--- config.mk ---
export PLATFORM = sky130hd
export DESIGN_NAME = spi_master_word_shifter
export DESIGN_NICKNAME = d
export VERILOG_FILES = /design/src/smws_pkg.sv /design/src/smws_fifo2.sv /design/src/smws_front.sv /design/src/smws_engine.sv /design/src/spi_master_word_shifter.sv
export SDC_FILE = /design/constraint.sdc
export NUM_CORES = 1
export LEC_CHECK = 0
export ABC_AREA = 1
export CAP_MARGIN = 20
export CORE_ASPECT_RATIO = 0.7
export CORE_MARGIN = 10
export CORE_UTILIZATION = 50
export DETAILED_ROUTE_END_ITERATION = 6
export DONT_BUFFER_PORTS = 1
export SYNTH_ARGS = -nofsm -noshare
export SYNTH_HDL_FRONTEND = slang
export SYNTH_HIERARCHICAL = 1
export SYNTH_SLANG_ARGS = --single-unit
--- constraint.sdc ---
create_clock -name clock -period 10.6 [get_ports clock]
set_input_delay 1.06 -clock clock [delete_from_list [all_inputs] [get_ports clock]]
set_output_delay 1.06 -clock clock [all_outputs]
set_load 0.1 [all_outputs]
--- src/smws_pkg.sv ---
// ----------------------------------------------------------------------------
// smws_pkg: shared types and constants of the SPI master word shifter
// Command and result item layouts, register indexes, serial clock phase codes.
// ----------------------------------------------------------------------------
package smws_pkg;

   // Default and upper bound of the word length
   localparam int MAX_WORD_BITS_DEF = 32;
   localparam int LEN_W             = 7;   // holds any length up to 64
   localparam int BITS_W            = 6;   // width of the word_bits field
   localparam int DATA_W            = 32;  // width of write and read data
   localparam int CSR_IDX_W         = 2;

   // Opcode of an input item
   typedef enum logic {
      OP_WORD = 1'b0,
      OP_TICK = 1'b1
   } opcode_type;

   // Configuration register indexes
   typedef enum logic [CSR_IDX_W-1:0] {
      CSR_CLOCK_POLARITY     = 2'd0,
      CSR_CLOCK_PHASE        = 2'd1,
      CSR_LSB_FIRST          = 2'd2,
      CSR_SELECT_ACTIVE_HIGH = 2'd3
   } csr_index_type;

   // Half-bit phase of the serial clock
   typedef enum logic [1:0] {
      PH_LEAD  = 2'd0,   // next tick is a leading edge
      PH_TRAIL = 2'd1,   // next tick is a trailing edge
      PH_GAP_A = 2'd2,   // first lead-in or closing tick
      PH_GAP_B = 2'd3    // second lead-in or closing tick
   } phase_type;

   // Configuration as seen by the engine
   typedef struct packed {
      logic clock_polarity;
      logic clock_phase;
      logic lsb_first;
      logic select_active_high;
   } cfg_type;

   // Classified input item
   typedef struct packed {
      opcode_type          opcode;
      logic                is_read;
      logic [LEN_W-1:0]    length;      // already clamped to 1..max
      logic [DATA_W-1:0]   write_data;
      logic                end_of_frame;
      logic                miso_level;
   } cmd_type;

   // Result item
   typedef struct packed {
      logic                sclk_level;
      logic                mosi_level;
      logic                cs_level;
      logic                word_done;
      logic [DATA_W-1:0]   read_data;
      logic                busy_res;
   } rsp_type;

endpackage

--- src/smws_fifo2.sv ---
// ----------------------------------------------------------------------------
// smws_fifo2: two-entry queue
// Registered storage with push/full and pop/empty; a push and a pop may
// transfer in the same cycle.
// ----------------------------------------------------------------------------
module smws_fifo2 #(
   parameter int WIDTH = 8
) (
   input  logic             clock,
   input  logic             reset,
   input  logic             push,
   input  logic [WIDTH-1:0] wdata,
   output logic             full,
   input  logic             pop,
   output logic [WIDTH-1:0] rdata,
   output logic             empty
);

   logic [WIDTH-1:0] data_ff [2];
   logic             wr_ptr_ff, wr_ptr_in;
   logic             rd_ptr_ff, rd_ptr_in;
   logic [1:0]       count_ff,  count_in;
   logic             do_push, do_pop;

   assign full    = (count_ff == 2'd2);
   assign empty   = (count_ff == 2'd0);
   assign do_push = push && !full;
   assign do_pop  = pop && !empty;
   assign rdata   = data_ff[rd_ptr_ff];

   // advance pointers and occupancy
   always_comb begin
      wr_ptr_in = do_push ? !wr_ptr_ff : wr_ptr_ff;
      rd_ptr_in = do_pop  ? !rd_ptr_ff : rd_ptr_ff;
      count_in  = count_ff;
      if (do_push && !do_pop) begin
         count_in = count_ff + 2'd1;
      end else if (do_pop && !do_push) begin
         count_in = count_ff - 2'd1;
      end
   end

   always_ff @(posedge clock) begin
      if (reset) begin
         wr_ptr_ff <= 1'b0;
         rd_ptr_ff <= 1'b0;
         count_ff  <= 2'd0;
      end else begin
         wr_ptr_ff <= wr_ptr_in;
         rd_ptr_ff <= rd_ptr_in;
         count_ff  <= count_in;
      end
   end

   // store the pushed entry
   always_ff @(posedge clock) begin
      if (do_push) begin
         data_ff[wr_ptr_ff] <= wdata;
      end
   end

endmodule

--- src/smws_front.sv ---
// ----------------------------------------------------------------------------
// smws_front: input side of the word shifter
// Accepts items, clamps the word length, and queues them for the engine.
// ----------------------------------------------------------------------------
module smws_front #(
   parameter int MAX_WORD_BITS = smws_pkg::MAX_WORD_BITS_DEF
) (
   input  logic                              clock,
   input  logic                              reset,
   input  logic                              push,
   output logic                              full,
   input  logic                              opcode,
   input  logic                              is_read,
   input  logic [smws_pkg::BITS_W-1:0]       word_bits,
   input  logic [smws_pkg::DATA_W-1:0]       write_data,
   input  logic                              end_of_frame,
   input  logic                              miso_level,
   output logic                              cmd_valid,
   output smws_pkg::cmd_type                 cmd,
   input  logic                              cmd_take
);

   localparam logic [smws_pkg::LEN_W-1:0] MaxLen = smws_pkg::LEN_W'(MAX_WORD_BITS);

   smws_pkg::cmd_type                 item;
   logic [smws_pkg::LEN_W-1:0]        raw_len;
   logic [$bits(smws_pkg::cmd_type)-1:0] q_rdata;
   logic                              q_empty;

   // clamp length: zero means one bit, above the maximum saturates
   always_comb begin
      raw_len = smws_pkg::LEN_W'(word_bits);
      if (raw_len == '0) begin
         raw_len = smws_pkg::LEN_W'(1);
      end else if (raw_len > MaxLen) begin
         raw_len = MaxLen;
      end
   end

   // classify the item
   always_comb begin
      item.opcode       = smws_pkg::opcode_type'(opcode);
      item.is_read      = is_read;
      item.length       = raw_len;
      item.write_data   = write_data;
      item.end_of_frame = end_of_frame;
      item.miso_level   = miso_level;
   end

   smws_fifo2 #(
      .WIDTH ($bits(smws_pkg::cmd_type))
   ) u_cmd_q (
      .clock (clock),
      .reset (reset),
      .push  (push),
      .wdata (item),
      .full  (full),
      .pop   (cmd_take),
      .rdata (q_rdata),
      .empty (q_empty)
   );

   assign cmd_valid = !q_empty;
   assign cmd       = smws_pkg::cmd_type'(q_rdata);

endmodule

--- src/smws_engine.sv ---
// ----------------------------------------------------------------------------
// smws_engine: serial engine of the word shifter
// Applies one queued item per cycle, if rsp_room, to the shift state; builds its result.
// ----------------------------------------------------------------------------
module smws_engine #(
   parameter int MAX_WORD_BITS = smws_pkg::MAX_WORD_BITS_DEF
) (
   input  logic              clock,
   input  logic              reset,
   input  smws_pkg::cfg_type cfg,
   input  logic              cmd_valid,
   input  smws_pkg::cmd_type cmd,
   output logic              cmd_take,
   input  logic              rsp_room,
   output logic              rsp_push,
   output smws_pkg::rsp_type rsp
);

   localparam int SW = MAX_WORD_BITS;
   localparam int LW = $clog2(MAX_WORD_BITS + 1);
   localparam int IW = $clog2(MAX_WORD_BITS);

   // shift state
   logic [SW-1:0]        shift_ff,  shift_in;
   logic [LW-1:0]        bit_idx_ff, bit_idx_in;
   logic [LW-1:0]        word_len_ff, word_len_in;
   smws_pkg::phase_type  phase_ff,  phase_in;
   logic                 reading_ff, reading_in;
   logic                 frame_ff,  frame_in;
   logic                 close_ff,  close_in;
   logic                 clk_pin_ff, clk_pin_in;
   logic                 mosi_ff,   mosi_in;

   logic                 fire, is_tick, busy_now, word_live;
   logic                 load, closing, sample_now, word_end, done;
   logic [LW-1:0]        new_len, bit_inc;
   logic [SW-1:0]        new_shift, shift_smp;
   logic [IW-1:0]        pos_cmd, pos_cur, pos_nxt;
   logic [smws_pkg::DATA_W-1:0] rdata;

   assign fire     = cmd_valid && rsp_room;
   assign cmd_take = fire;
   assign rsp_push = fire;

   // classify the step against the current state
   assign is_tick   = (cmd.opcode == smws_pkg::OP_TICK);
   assign word_live = (word_len_ff != '0);
   assign busy_now  = word_live || (frame_ff && close_ff);
   assign load      = !is_tick && !busy_now;
   assign closing   = is_tick && !word_live && frame_ff && close_ff;

   // bit positions: first bit of a new word, current bit, next bit
   assign new_len   = LW'(cmd.length);
   assign new_shift = cmd.is_read ? '0 : SW'(cmd.write_data);
   assign bit_inc   = bit_idx_ff + LW'(1);
   assign pos_cmd   = cfg.lsb_first ? '0 : IW'(new_len - LW'(1));
   assign pos_cur   = cfg.lsb_first ? IW'(bit_idx_ff)
                                    : IW'(word_len_ff - LW'(1) - bit_idx_ff);
   assign pos_nxt   = cfg.lsb_first ? IW'(bit_inc)
                                    : IW'(word_len_ff - LW'(1) - bit_inc);

   // sample MISO on the edge that the clock phase selects
   assign sample_now = is_tick && word_live && reading_ff && cmd.miso_level &&
                       (((phase_ff == smws_pkg::PH_LEAD)  && !cfg.clock_phase) ||
                        ((phase_ff == smws_pkg::PH_TRAIL) &&  cfg.clock_phase));
   assign shift_smp  = sample_now ? (shift_ff | (SW'(1) << pos_cur)) : shift_ff;

   assign word_end = is_tick && word_live && (phase_ff == smws_pkg::PH_TRAIL) &&
                     (bit_inc >= word_len_ff);

   // next half-bit phase
   always_comb begin
      phase_in = phase_ff;
      if (load) begin
         phase_in = frame_ff ? smws_pkg::PH_LEAD : smws_pkg::PH_GAP_A;
      end else if (is_tick && word_live) begin
         case (phase_ff)
            smws_pkg::PH_GAP_A: phase_in = smws_pkg::PH_GAP_B;
            smws_pkg::PH_GAP_B: phase_in = smws_pkg::PH_LEAD;
            smws_pkg::PH_LEAD:  phase_in = smws_pkg::PH_TRAIL;
            smws_pkg::PH_TRAIL: begin
               phase_in = (word_end && close_ff) ? smws_pkg::PH_GAP_A
                                                 : smws_pkg::PH_LEAD;
            end
            default: phase_in = smws_pkg::PH_LEAD;
         endcase
      end else if (closing) begin
         phase_in = (phase_ff == smws_pkg::PH_GAP_A) ? smws_pkg::PH_GAP_B
                                                      : smws_pkg::PH_LEAD;
      end
   end

   // next word, frame and pin state
   always_comb begin
      shift_in    = shift_smp;
      bit_idx_in  = bit_idx_ff;
      word_len_in = word_len_ff;
      reading_in  = reading_ff;
      frame_in    = frame_ff;
      close_in    = close_ff;
      clk_pin_in  = clk_pin_ff;
      mosi_in     = mosi_ff;
      done        = 1'b0;
      rdata       = '0;
      if (load) begin
         word_len_in = new_len;
         reading_in  = cmd.is_read;
         shift_in    = new_shift;
         bit_idx_in  = '0;
         close_in    = cmd.end_of_frame;
         frame_in    = 1'b1;
         if (!cfg.clock_phase && !cmd.is_read) begin
            mosi_in = new_shift[pos_cmd];
         end
      end else if (is_tick && word_live) begin
         case (phase_ff)
            smws_pkg::PH_LEAD: begin
               clk_pin_in = 1'b1;
               if (cfg.clock_phase && !reading_ff) begin
                  mosi_in = shift_ff[pos_cur];
               end
            end
            smws_pkg::PH_TRAIL: begin
               clk_pin_in = 1'b0;
               if (word_end) begin
                  done        = 1'b1;
                  rdata       = reading_ff ? smws_pkg::DATA_W'(shift_smp) : '0;
                  word_len_in = '0;
                  bit_idx_in  = '0;
               end else begin
                  bit_idx_in = bit_inc;
                  if (!cfg.clock_phase && !reading_ff) begin
                     mosi_in = shift_ff[pos_nxt];
                  end
               end
            end
            default: begin
               clk_pin_in = clk_pin_ff;
            end
         endcase
      end else if (closing && (phase_ff != smws_pkg::PH_GAP_A)) begin
         frame_in = 1'b0;
         close_in = 1'b0;
      end
   end

   // map pin state to pin levels
   always_comb begin
      rsp.sclk_level = clk_pin_in ^ cfg.clock_polarity;
      rsp.mosi_level = mosi_in;
      rsp.cs_level   = (frame_in == cfg.select_active_high);
      rsp.word_done  = done;
      rsp.read_data  = rdata;
      rsp.busy_res   = (word_len_in != '0) || (frame_in && close_in);
   end

   always_ff @(posedge clock) begin
      if (reset) begin
         shift_ff    <= '0;
         bit_idx_ff  <= '0;
         word_len_ff <= '0;
         phase_ff    <= smws_pkg::PH_LEAD;
         reading_ff  <= 1'b0;
         frame_ff    <= 1'b0;
         close_ff    <= 1'b0;
         clk_pin_ff  <= 1'b0;
         mosi_ff     <= 1'b0;
      end else if (fire) begin
         shift_ff    <= shift_in;
         bit_idx_ff  <= bit_idx_in;
         word_len_ff <= word_len_in;
         phase_ff    <= phase_in;
         reading_ff  <= reading_in;
         frame_ff    <= frame_in;
         close_ff    <= close_in;
         clk_pin_ff  <= clk_pin_in;
         mosi_ff     <= mosi_in;
      end
   end

endmodule

--- src/spi_master_word_shifter.sv ---
// An item waits in the front queue, the engine turns it into a result, and the
// result waits in the result queue, whose head drives the rsp ports.
// Throughput: one item per cycle; the serial engine applies one queued item
// per cycle, and two-entry queues on each side absorb stalls.
// Reset (synchronous, active high) empties both queues, clears the registers
// to mode 0 with select active low, and leaves select inactive, clock idle.
// ----------------------------------------------------------------------------
// spi_master_word_shifter: SPI master that shifts words of 1 to 32 bits
// Front queue takes commands and half-bit ticks, the engine drives the pins,
// and a result queue holds pin levels and received words.
// ----------------------------------------------------------------------------
module spi_master_word_shifter #(
   parameter int MAX_WORD_BITS = smws_pkg::MAX_WORD_BITS_DEF
) (
   input  logic                               clock,
   input  logic                               reset,
   // configuration
   input  logic                               csr_we,
   input  logic [smws_pkg::CSR_IDX_W-1:0]     csr_index,
   input  logic                               csr_wdata,
   // input items
   input  logic                               req_push,
   output logic                               req_full,
   input  logic                               req_opcode,
   input  logic                               req_is_read,
   input  logic [smws_pkg::BITS_W-1:0]        req_word_bits,
   input  logic [smws_pkg::DATA_W-1:0]        req_write_data,
   input  logic                               req_end_of_frame,
   input  logic                               req_miso_level,
   // result items
   output logic                               rsp_empty,
   input  logic                               rsp_pop,
   output logic                               rsp_sclk_level,
   output logic                               rsp_mosi_level,
   output logic                               rsp_cs_level,
   output logic                               rsp_word_done,
   output logic [smws_pkg::DATA_W-1:0]        rsp_read_data,
   output logic                               rsp_busy_res
);

   smws_pkg::cfg_type cfg_ff, cfg_in;
   smws_pkg::cmd_type cmd;
   smws_pkg::rsp_type eng_rsp, out_rsp;
   logic              cmd_valid, cmd_take;
   logic              rsp_push, rsp_full;
   logic [$bits(smws_pkg::rsp_type)-1:0] q_rdata;

   // register writes
   always_comb begin
      cfg_in = cfg_ff;
      if (csr_we) begin
         case (smws_pkg::csr_index_type'(csr_index))
            smws_pkg::CSR_CLOCK_POLARITY:     cfg_in.clock_polarity     = csr_wdata;
            smws_pkg::CSR_CLOCK_PHASE:        cfg_in.clock_phase        = csr_wdata;
            smws_pkg::CSR_LSB_FIRST:          cfg_in.lsb_first          = csr_wdata;
            smws_pkg::CSR_SELECT_ACTIVE_HIGH: cfg_in.select_active_high = csr_wdata;
            default:                          cfg_in = cfg_ff;
         endcase
      end
   end

   always_ff @(posedge clock) begin
      if (reset) begin
         cfg_ff <= '0;
      end else begin
         cfg_ff <= cfg_in;
      end
   end

   smws_front #(
      .MAX_WORD_BITS (MAX_WORD_BITS)
   ) u_front (
      .clock        (clock),
      .reset        (reset),
      .push         (req_push),
      .full         (req_full),
      .opcode       (req_opcode),
      .is_read      (req_is_read),
      .word_bits    (req_word_bits),
      .write_data   (req_write_data),
      .end_of_frame (req_end_of_frame),
      .miso_level   (req_miso_level),
      .cmd_valid    (cmd_valid),
      .cmd          (cmd),
      .cmd_take     (cmd_take)
   );

   smws_engine #(
      .MAX_WORD_BITS (MAX_WORD_BITS)
   ) u_engine (
      .clock     (clock),
      .reset     (reset),
      .cfg       (cfg_ff),
      .cmd_valid (cmd_valid),
      .cmd       (cmd),
      .cmd_take  (cmd_take),
      .rsp_room  (!rsp_full),
      .rsp_push  (rsp_push),
      .rsp       (eng_rsp)
   );

   smws_fifo2 #(
      .WIDTH ($bits(smws_pkg::rsp_type))
   ) u_rsp_q (
      .clock (clock),
      .reset (reset),
      .push  (rsp_push),
      .wdata (eng_rsp),
      .full  (rsp_full),
      .pop   (rsp_pop),
      .rdata (q_rdata),
      .empty (rsp_empty)
   );

   // drive result ports from the head of the result queue
   assign out_rsp        = smws_pkg::rsp_type'(q_rdata);
   assign rsp_sclk_level = out_rsp.sclk_level;
   assign rsp_mosi_level = out_rsp.mosi_level;
   assign rsp_cs_level   = out_rsp.cs_level;
   assign rsp_word_done  = out_rsp.word_done;
   assign rsp_read_data  = out_rsp.read_data;
   assign rsp_busy_res   = out_rsp.busy_res;

   // queues come out of reset empty
   a_reset_empty: assert property (@(posedge clock)
      reset |=> rsp_empty && !req_full)
      else $error("queues not empty after reset");

   // an item transfer is followed by a result in the result queue
   a_item_reaches_rsp: assert property (@(posedge clock) disable iff (reset)
      req_push && !req_full |-> ##2 !rsp_empty)
      else $error("accepted item did not reach the result queue");

   // received data only travels with a finished word
   a_rdata_with_done: assert property (@(posedge clock) disable iff (reset)
      !rsp_empty && !rsp_word_done |-> rsp_read_data == '0)
      else $error("read data without word done");

endmodule

# == Yosys cells after proc, flatten, opt, wreduce, memory -nomap -nowiden ==
# Memory sizes are Yosys's and may differ from the RTL's. A register that Yosys moved wholly into a read port is not among the register bits.
# Index checks and enable logic that the tools add are counted.
# word_totals
ff_bits,63
wordCells,182
n_memories,2
ram_bits,160
# classes
order_cmp,5
muxes,66
addsub,9
bitwise,2
reduce_logical,68
n_eq_ne,10
shifts,1
# memory_table
name,words,word_bits,rd,rd_clocked_by_memory_dff,write_ports,line_no,rtl
u_front.u_cmd_q.data_ff,2,43,1,1,1,smws_fifo2.sv:19,logic [WIDTH-1:0] data_ff [2];
u_rsp_q.data_ff,2,37,1,1,1,smws_fifo2.sv:19,
# ops
cell,n
2-to-1 mux 32 bit,8
2-to-1 mux 6 bit,9
bitwise OR 32 bit,1
"left shift 1 x 5 -> 32 bit, first input constant",1
2-to-1 mux 1 bit,29
logical AND 1 bit,28
2-to-1 mux 2 bit,10
zero test 1 bit,18
"less-than comparator 5 x 6 -> 1 bit, second input constant",3
binary-select mux 1 bit (select 5 bit),3
2-to-1 mux 5 bit,3
"== test 2 bit, second input constant",6
AND reduction 2 bit,6
nonzero test 6 bit,2
"subtractor 5 x 1 -> 5 bit, second input constant",2
subtractor 5 bit,2
zero test 2 bit,4
one-hot mux 2 bit (4 select lines),1
nonzero test 2 bit,4
2-to-1 mux 7 bit,1
"adder 6 x 1 -> 6 bit, second input constant",1
greater-or-equal comparator 6 bit,1
"> comparator 6 bit, second input constant",1
zero test 6 bit,1
10 further kinds,16

# == Depth between registers and ports, before layout ==
# Gate-level depths: netlist of the first run.
# logic_depth
word_depth,11
depth_mapped,21
depth_no_buf,20

# == By module ==
# Netlist of the first run, hierarchy kept.
# by_module_without_submodules
mod,cells_per_inst,instances,area_each_um2,seq_area_each_um2
smws_engine,896,1,5216.3,1021.0
smws_fifo2 at u_front.u_cmd_q,171,1,3558.4,2682.6
smws_fifo2 at u_rsp_q,152,1,3072.9,2322.2
spi_master_word_shifter,32,1,191.4,80.1
smws_front,16,1,65.1,0.0

# == Worst setup path after synthesis of the first run ==
# Ideal clock, no wire load.
# synth_path
path_type,reg-to-reg
start,register u_rsp_q.count_ff[0]
end,memory u_rsp_q/data_ff[0][0] (netlist name) (enable)
path_slack_ps,6999
arrival_time_ps,3170
required_ps,10169
path_buffers,3
path_stages_with_launch,10
path_cell_list,dfxtp_1 > nor2_1 > inv_1 > nand2_1 > inv_1 > buf_2 > buf_1 > buf_4 > o21ai_2 > nor2_1
# synth_via
elab_chain_cells,6
# synth_rtl
item,line_no,rtl
from (decl),smws_fifo2.sv:22,"logic [1:0] count_ff, count_in;"
from (signal assigned),smws_fifo2.sv:51,count_ff <= count_in;
== test 2 bit,smws_fifo2.sv:25,assign full = (count_ff == 2'd2);
net rsp_full,spi_master_word_shifter.sv:45,"logic rsp_push, rsp_full;"
zero test 1 bit,spi_master_word_shifter.sv:97,".rsp_room (!rsp_full),"
logical AND 1 bit,smws_engine.sv:41,assign fire = cmd_valid && rsp_room;
net cmd_take,spi_master_word_shifter.sv:44,"logic cmd_valid, cmd_take;"
logical AND 1 bit,smws_fifo2.sv:27,assign do_push = push && !full;
2-to-1 mux 1 bit,smws_fifo2.sv:57,if (do_push) begin
2-to-1 mux 1 bit (implied by the code),smws_fifo2.sv:58,data_ff[wr_ptr_ff] <= wdata;
to (decl),smws_fifo2.sv:19,
# The timed path passes the listed nets, and every way through them passes these cells.

==> flow_metrics.tcl, run 1 <==
set metrics [dict create \
    status "completed" \
    wirelength_mm 30.5 \
    hold_path.class "reg -> reg" \
    die_area_um2 30800 \
    maxCapViolCount 0 \
    syn_area_um2 12000 \
    gr-total-overflow 0 \
    gp_congestion 0.929 \
    cts_tree "built" \
    stdcell_area_um2 12900 \
    initial_core_util 0.509 \
    fin_setup_tns_ns 0 \
    io_buffer_count 0 \
    rows 47 \
    synth_warnings 6 \
    vdd_drop_max_mv 0.188 \
    cp-end-kind "flop" \
    wire_per_inst_um 19.3 \
    p_clk_frac 0.175 \
    timing.fmax_ghz 0.292 \
    holdBufCountCts 0 \
    htreeDepth 1 \
    seqPwrFrac 0.268 \
    slew_viol_final 0 \
    via_per_inst 5.46 \
    grt_max_degree 51 \
    cellLeakagePower_uw 0.00522 \
    vias 8637 \
    placed_area_um2 12100 \
    ant_nets 0 \
    slowest_delay_ns 0.59 \
    drc_errors 0 \
    critPathRequiredTime_ns 10.88 \
    crit_slowest_cell "buf_4" \
    nets 1319 \
    start_kind "flop" \
    cts_made_buffers 23 \
    chipHeight_um 150 \
    cts_resized 0 \
    diodes 0 \
    path_cells "buf_4 > mux2_4 > inv_1 > ha_1 > inv_1 > nand2_4 > inv_1 > a21oi_1 > o21ai_0 > nand3_1 > nand3_1 > nand2_1 > o211ai_1 > nand3_1 > nand2_1 > inv_1" \
    dpl.hpwl_mm 21.5 \
    combPwrFrac 0.557 \
    antenna_found_initial 0 \
    swShare 0.500 \
    final_layout_size_suffix_gt1_frac 0.144 \
    core_um2 23600 \
    finalHoldViolations 0 \
    syn_inst 1263 \
    grt_pass1_vias 7995 \
    worst-path-buf-inv 5 \
    period_share 0.324 \
    avgSynthCellArea_um2 9.52 \
    die_x_um 205 \
    crit_family "buffers and inverters" \
    grt_first_pass_wirelength_mm 47.1 \
    fin_skew_ns 0.00977 \
    crit_arrival_ns 3.71 \
    rsz0062_at_grt "no" \
    root_buffer "clkbuf_16" \
    crit_fanout 42 \
    pin_count 89 \
    p_sw_uw 2300 \
    syn_nets 1334 \
    firstDrtPassIters 5 \
    drt_iter0_markers 841 \
    cp_common_cell "inv_1" \
    grtUsageTotal 0.196 \
    worstSetupPathType "reg -> reg" \
    postCtsSetupRepairBufs 0 \
    intPower_uw 2300 \
    worst_pin_slew_ns 1.06 \
    clkSlewWorstSetupHoldPaths_ns 0.06 \
    power_density_nw_per_um2 358 \
    clk_path_buf_depth 3 \
    syn2layout_area_growth_pct 7.04 \
    clkLatencyLatePin_ns 0.53 \
    fin_crit_ns 3.43 \
    n_fill_cell 2166 \
    clock_sinks 223 \
    setup_viol 0 \
    slew_headroom 0.290 \
]
stage by stage:
stage / utilization / instances / setup WS [ns] / power (µW) / hold slack (ns)
after floorplan: - / 1263 / 7.00 / 3330 / 0.451
after global placement: 0.512 / 1540 / 7.07 / 3760 / 0.458
after detailed placement: 0.512 / 1540 / 7.14 / 3770 / 0.462
after CTS: 0.544 / 1582 / 7.13 / 4590 / 0.472
after global routing: 0.545 / 1583 / 6.90 / 4880 / 0.510
final: 0.545 / 1583 / 7.17 / 4600 / 0.474
tightest hold or removal path, stage by stage (launching register included):
cell,delay [ns]
dfxtp_1,0.32
nand2_1,0.06
a21oi_1,0.05
state kept, by name (all words and copies together), names as in the netlist, 2 cells and up, named ones only:
signal / cells
u_front/u_cmd_q/count_ff: 2
cfg_ff: 4
u_engine/shift_ff: 32
u_engine/word_len_ff: 6
u_front/u_cmd_q/data_ff: 84
u_engine/phase_ff: 2
u_engine/bit_idx_ff: 6
u_rsp_q/count_ff: 2
u_rsp_q/data_ff: 74
layout make-up:
cell class	instances	area [µm²]	share of cell area
Timing Repair Buffer	11	82.6	0.00642
Clock inverter	14	156	0.0122
Tap cell	318	398	0.0309
Clock buffer	28	594	0.0462
Sequential cell	223	6050	0.470
Multi-Input combinational cell	825	4970	0.386
Inverter	164	618	0.0480
final timing paths:
check | cells past startpoint | slack, ns | from | end
min | 2 | 0.47 | u_engine/bit_idx_ff[5]$_SDFFE_PP0P_ | u_engine/bit_idx_ff[5]$_SDFFE_PP0P_
min reg2reg | 2 | 0.47 | u_engine/bit_idx_ff[5]$_SDFFE_PP0P_ | u_engine/bit_idx_ff[5]$_SDFFE_PP0P_
max reg2reg | 16 | 7.17 | flop | u_rsp_q/data_ff[0][35]$_DFFE_PP_
max | 16 | 7.17 | flop | u_rsp_q/data_ff[0][35]$_DFFE_PP_
power by group through the flow:
stage	Sequential, µW	Clock, µW	Combinational [µW]
after floorplan	1230	0	2100
after global placement	1240	0	2520
after detailed placement	1250	0	2520
after CTS	1230	827	2530
after global routing	1250	860	2770
final	1230	808	2560
layout by cell type, fill, tap and decap left out, types with 8 or more instances in the layout:
cell type / instances
a21oi_1: 99
mux2_4: 69
a211o_1: 9
nand2_1: 234
inv_1: 151
clkbuf_16: 23
o211ai_1: 13
buf_4: 11
nor2_1: 132
o21ai_0: 44
nand3_1: 100
nand2_2: 9
dfxtp_1: 63
mux2_2: 10
ha_1: 19
o22ai_1: 16
inv_2: 11
nor2_4: 8
edfxtp_1: 158
per-layer routing:
layer,routed length (µm),share of wire,vias to the layer above,track usage
li1,-,-,4220,-
met1,14900,0.49,4087,0.296
met2,12300,0.40,302,0.277
met3,2820,0.092,28,0.0495
met4,414,0.014,0,0.0377
met5,0,0,-,0
(Power assumes the default switching activity.)
==> run 2: changes to the inputs <==
- clock period: 10.6 -> 3.4 ns (I/O delays scaled with it)
==> run 2 against run 1 <==
Sequential power increased to 3.2 times the previous value. Sequential share of layout area fell by 1.8 points. Sequential cell count is the same. Hold slack got worse by 0.45 ns. Combinational power rose to 3.2 times the previous value. Via count grew 2.5%. Worst setup slack got worse by 6.8 ns. Design area grew 3.9%. Maximum frequency rose by 12%. Wire length is 2.2% higher. Largest power group unchanged. Non-clock buffer count is 49 higher.
==> flow_metrics.tcl, run 2 (synthesis results as in run 1) <==
set metrics [dict create \
    critPathRequiredTime_ns 3.64 \
    finalHoldViolations 0 \
    slowest_delay_ns 0.54 \
    core_um2 23600 \
    p_clk_frac 0.177 \
    cts_made_buffers 23 \
    power_density_nw_per_um2 1090 \
    setup_ws_ns 0.348 \
    diodes 0 \
    worst_pin_slew_ns 1.07 \
    n_fill_cell 2086 \
    largest_reg_flops 84 \
    rsz0062_at_grt "no" \
    grtUsageTotal 0.198 \
    grt_pass1_vias 8233 \
    fin_skew_ns 0.0153 \
    cts_resized 0 \
    drc_errors 0 \
    cp-end-kind "flop" \
    clk_path_buf_depth 3 \
    final_layout_size_suffix_gt1_frac 0.150 \
    grt_max_degree 49 \
    drt_iter0_markers 889 \
    timing.fmax_ghz 0.328 \
    htreeDepth 1 \
    swShare 0.500 \
    crit_arrival_ns 3.30 \
    syn2layout_area_growth_pct 11.2 \
    maxCapViolCount 0 \
    clock_sinks 223 \
    clkSlewWorstSetupHoldPaths_ns 0.07 \
    slew_headroom 0.289 \
    gr-total-overflow 0 \
    die_area_um2 30800 \
    slew_viol_final 0 \
    dpl.hpwl_mm 22.4 \
    power_uw 14500 \
    chipHeight_um 150 \
    combPwrFrac 0.556 \
    seqPwrFrac 0.268 \
    path_cells "ha_1 > nand3_1 > xor2_1 > ha_1 > nand2_1 > nor2_1 > o21ai_0 > o211ai_1 > nand2_1 > inv_2 > nand2_1 > buf_4 > nor2_1" \
    p_sw_uw 7270 \
    vdd_drop_max_mv 0.470 \
    intPower_uw 7270 \
    die_x_um 205 \
    wire_per_inst_um 19.1 \
    clkLatencyLatePin_ns 0.53 \
    grt_first_pass_wirelength_mm 47.9 \
    cp_common_cell "nand2_1" \
    post-place-ws_ns 0.406 \
    rr_startpoint "u_engine/bit_idx_ff[0]$_SDFFE_PP0P_" \
    firstDrtPassIters 6 \
    layout_commonest_cell "nand2_1" \
    pin_count 89 \
    nets 1368 \
    initial_core_util 0.509 \
    gp_congestion 0.991 \
    rows 47 \
    hold_start "req_word_bits[5]" \
    setup_viol 0 \
    reg_top3 "u_front/u_cmd_q/data_ff: 84 flops, u_rsp_q/data_ff: 74 flops, u_engine/shift_ff: 32 flops" \
    start_kind "flop" \
    crit_fanout 32 \
    via_per_inst 5.43 \
    cts_tree "built" \
    placed_area_um2 12200 \
    hold_path.class "in -> reg" \
    cellLeakagePower_uw 0.00544 \
    largest_register "u_front/u_cmd_q/data_ff" \
    antenna_found_initial 0 \
    stdcell_area_um2 13400 \
    ant_nets 0 \
    status "completed" \
    root_buffer "clkbuf_16" \
    wirelength_mm 31.2 \
    final_cell_mix "nand2_1 (234), edfxtp_1 (158), inv_1 (151)" \
    vias 8851 \
    io_buffer_count 0 \
    startpoint "u_engine/bit_idx_ff[0]$_SDFFE_PP0P_" \
    crit_slowest_cell "dfxtp_1" \
    fin_crit_ns 3.05 \
    period_share 0.898 \
    worstSetupPathType "reg -> reg" \
]
run 2: cell types whose count changed in the layout (fill, tap and decap cells not counted), sizes merged:
cell,before,now
dlygate4sd3,0,40
buf,11,20
clkbuf,28,23
clkinvlp,0,4
run 2: layer usage:
layer	track usage	share of wire
met5	0	0
met4	0.0377	0.014
met3	0.0512	0.098
met1	0.304	0.49
met2	0.273	0.40
run 2: path summary, 6_finish.rpt:
| check | slack [ns] | depth (start not counted) | end |
|---|---|---|---|
| max | 0.35 | 13 | u_rsp_q/data_ff[0][7]$_DFFE_PP_ |
| min | 0.02 | 1 | u_front/u_cmd_q/data_ff[1][34]$_DFFE_PP_ |
| max reg2reg | 0.35 | 13 | u_rsp_q/data_ff[0][7]$_DFFE_PP_ |
| min reg2reg | 0.49 | 2 | u_engine/bit_idx_ff[5]$_SDFFE_PP0P_ |
run 2: worst max-delay path, delay by kind of cell, from the launching register on:
family / cells / cell delay (ns)
simple gates: 6 / 0.64
fa+ha+maj: 2 / 0.58
xor+xnor: 1 / 0.38
compound gates: 2 / 0.17
buf+inv: 2 / 0.43
flops: 1 / 0.54
run 2: cell type report:
cell class | instances | area (µm²) | area share
Tap cell | 318 | 398 | 0.0298
Multi-Input combinational cell | 825 | 4970 | 0.372
Timing Repair Buffer | 60 | 563 | 0.0421
Clock buffer | 23 | 576 | 0.0430
Clock inverter | 18 | 193 | 0.0144
Inverter | 164 | 618 | 0.0462
Sequential cell | 223 | 6050 | 0.452
run 2: timing repair:
item,4_1_cts,5_1_grt
endpoints found under the hold margin,130,0
hold buffers,41,0
buffers inserted,0,0
endpoints found under the setup margin,0,0
run 2: power by group through the flow:
stage | logic, µW | registers [µW] | clock network, µW
2_1_floorplan | 6540 | 3840 | 0
3_3_place_gp | 7900 | 3930 | 0
3_5_place_dp | 7880 | 3950 | 0
4_1_cts | 7960 | 3890 | 2610
5_1_grt | 8690 | 3950 | 2720
6_report | 8080 | 3890 | 2570
run 2: stage by stage:
stage,setup TNS (ns),cells,utilization,hold slack (ns)
2_1_floorplan,-14.89,1263,-,0.439
3_3_place_gp,0,1549,0.515,0.422
3_5_place_dp,0,1549,0.515,0.422
4_1_cts,0,1631,0.566,0.00417
5_1_grt,0,1631,0.566,0.0123
6_report,0,1631,0.566,0.0205
==> run 3: changes to the inputs <==
- clock period: 3.4 -> 3.25 ns (I/O delays scaled with it)
==> run 3 against run 2 <==
Via count down 0.19%. Count of clock-buffer cells in the layout is 3 higher. Clock skew down 0.0019 ns. Core utilization grew 0.33 points. Non-clock buffer count rose by 8. Wire length fell by 1.5%. First-iteration DRC count is 6.1% lower. Power is 4.4% higher. Sequential share of layout area down 0.26 points. Critical path type unchanged. Largest power group unchanged.
==> flow_metrics.tcl, run 3 (synthesis results as in run 1) <==
set metrics [dict create \
    status "completed" \
    drc_errors 0 \
    clkSlewWorstSetupHoldPaths_ns 0.06 \
    crit_arrival_ns 3.26 \
    slew_headroom 0.293 \
    slowest_delay_ns 0.40 \
    n_fill_cell 2137 \
    largest_reg_flops 84 \
    pin_count 89 \
    multi_input_area_um2 4990 \
    rows 47 \
    reg_top3 "u_front/u_cmd_q/data_ff: 84 flops, u_rsp_q/data_ff: 74 flops, u_engine/shift_ff: 32 flops" \
    crit_family "simple AND/OR/NAND/NOR gates" \
    swShare 0.495 \
    crit_fanout 11 \
    cts_tree "built" \
    ant_nets 0 \
    period_share 0.927 \
    dpl.hpwl_mm 22.3 \
    worstSetupPathType "reg -> reg" \
    nets 1376 \
    regArea_um2 6050 \
    timing.fmax_ghz 0.332 \
    layout_commonest_cell "nand2_1" \
    stdcell_area_um2 13400 \
    gr-total-overflow 0 \
    seqPwrFrac 0.267 \
    setup_viol 0 \
    slew_viol_final 0 \
    clock_sinks 223 \
    vdd_drop_max_mv 0.588 \
    die_x_um 205 \
    cellLeakagePower_uw 0.00548 \
    fin_crit_ns 3.01 \
    maxCapViolCount 0 \
    antenna_found_initial 0 \
    vias 8834 \
    grt_max_degree 49 \
    clk_path_buf_depth 3 \
    fin_skew_ns 0.0134 \
    die_area_um2 30800 \
    wirelength_mm 30.7 \
    path_cells "inv_1 > ha_2 > xor2_1 > ha_1 > nand3_1 > nand3_1 > nand3_1 > nand3_1 > nand2_1 > nand2_4 > buf_4 > a21oi_1 > nor2_1" \
    cts_made_buffers 23 \
    wire_per_inst_um 18.7 \
    power_density_nw_per_um2 1130 \
    critPathRequiredTime_ns 3.50 \
    gp_congestion 0.981 \
    clkLatencyLatePin_ns 0.53 \
    p_clk_frac 0.174 \
    initial_core_util 0.509 \
    fin_cells 1639 \
    combPwrFrac 0.560 \
    place_inst 1557 \
    root_buffer "clkbuf_16" \
    grtUsageTotal 0.197 \
    grt_first_pass_wirelength_mm 47.7 \
    cp_common_cell "nand3_1" \
    drt_iter0_markers 835 \
    final_cell_mix "nand2_1 (234), edfxtp_1 (158), inv_1 (151)" \
    diodes 0 \
    largest_register "u_front/u_cmd_q/data_ff" \
    intPower_uw 7670 \
    via_per_inst 5.39 \
    io_buffer_count 0 \
    hold_path.class "in -> reg" \
    crit_slowest_cell "a21oi_1" \
    cp-end-kind "flop" \
    rsz0062_at_grt "no" \
    chipHeight_um 150 \
    worst_pin_slew_ns 1.06 \
    grt_pass1_vias 8238 \
    final_layout_size_suffix_gt1_frac 0.153 \
    syn2layout_area_growth_pct 11.8 \
    htreeDepth 1 \
    p_sw_uw 7520 \
    start_kind "flop" \
    worst-path-buf-inv 2 \
    postCtsSetupRepairBufs 0 \
    firstDrtPassIters 5 \
    finalHoldViolations 0 \
    core_um2 23600 \
    placed_area_um2 12300 \
]
## run 3: cell type report
| class | instances | share of cell area |
|---|---|---|
| Sequential cell | 223 | 0.450 |
| Multi-Input combinational cell | 825 | 0.371 |
| Timing Repair Buffer | 68 | 0.0488 |
| Inverter | 164 | 0.0460 |
| Clock buffer | 26 | 0.0436 |
| Tap cell | 318 | 0.0296 |
| Clock inverter | 15 | 0.0115 |
## run 3: repair_timing
item / CTS / global route
endpoints found under the setup margin: 0 / 10
hold endpoints to repair: 131 / 0
hold buffers: 41 / 0
resized for setup: 0 / 3
## run 3: stage by stage
stage | worst slack, ns | hold slack [ns] | power, µW | setup TNS (ns) | util
floorplan | -0.351 | 0.424 | 10900 | -25.99 | -
global placement | 0.320 | 0.409 | 12400 | 0 | 0.519
detailed placement | 0.237 | 0.411 | 12400 | 0 | 0.519
CTS | 0.211 | 0.00166 | 15100 | 0 | 0.568
global route | 0.0350 | 0.0138 | 16100 | 0 | 0.569
finish | 0.238 | 0.0209 | 15200 | 0 | 0.569
## run 3: final timing paths
path,from,to,slack [ns],cells after the start
max,u_engine/word_len_ff[0]$_SDFFE_PP0P_,u_rsp_q/data_ff[0][29]$_DFFE_PP_,0.24,13
min,req_word_bits[5],u_front/u_cmd_q/data_ff[1][36]$_DFFE_PP_,0.02,1
min reg2reg,u_engine/bit_idx_ff[5]$_SDFFE_PP0P_,u_engine/bit_idx_ff[5]$_SDFFE_PP0P_,0.48,2
max reg2reg,u_engine/word_len_ff[0]$_SDFFE_PP0P_,u_rsp_q/data_ff[0][29]$_DFFE_PP_,0.24,13
## run 3: layer usage
layer,part of all wire,track usage
met2,0.39,0.266
met3,0.098,0.0596
met5,0,0
met1,0.49,0.300
met4,0.015,0.0374
## run 3: power groups by stage
stage          registers [µW]  clock network [µW]  logic (µW)
2_1_floorplan            4020                   0        6850
6_report                 4050                2640        8500
3_5_place_dp             4100                   0        8290
3_3_place_gp             4090                   0        8270
5_1_grt                  4110                2800        9210
4_1_cts                  4050                2690        8380
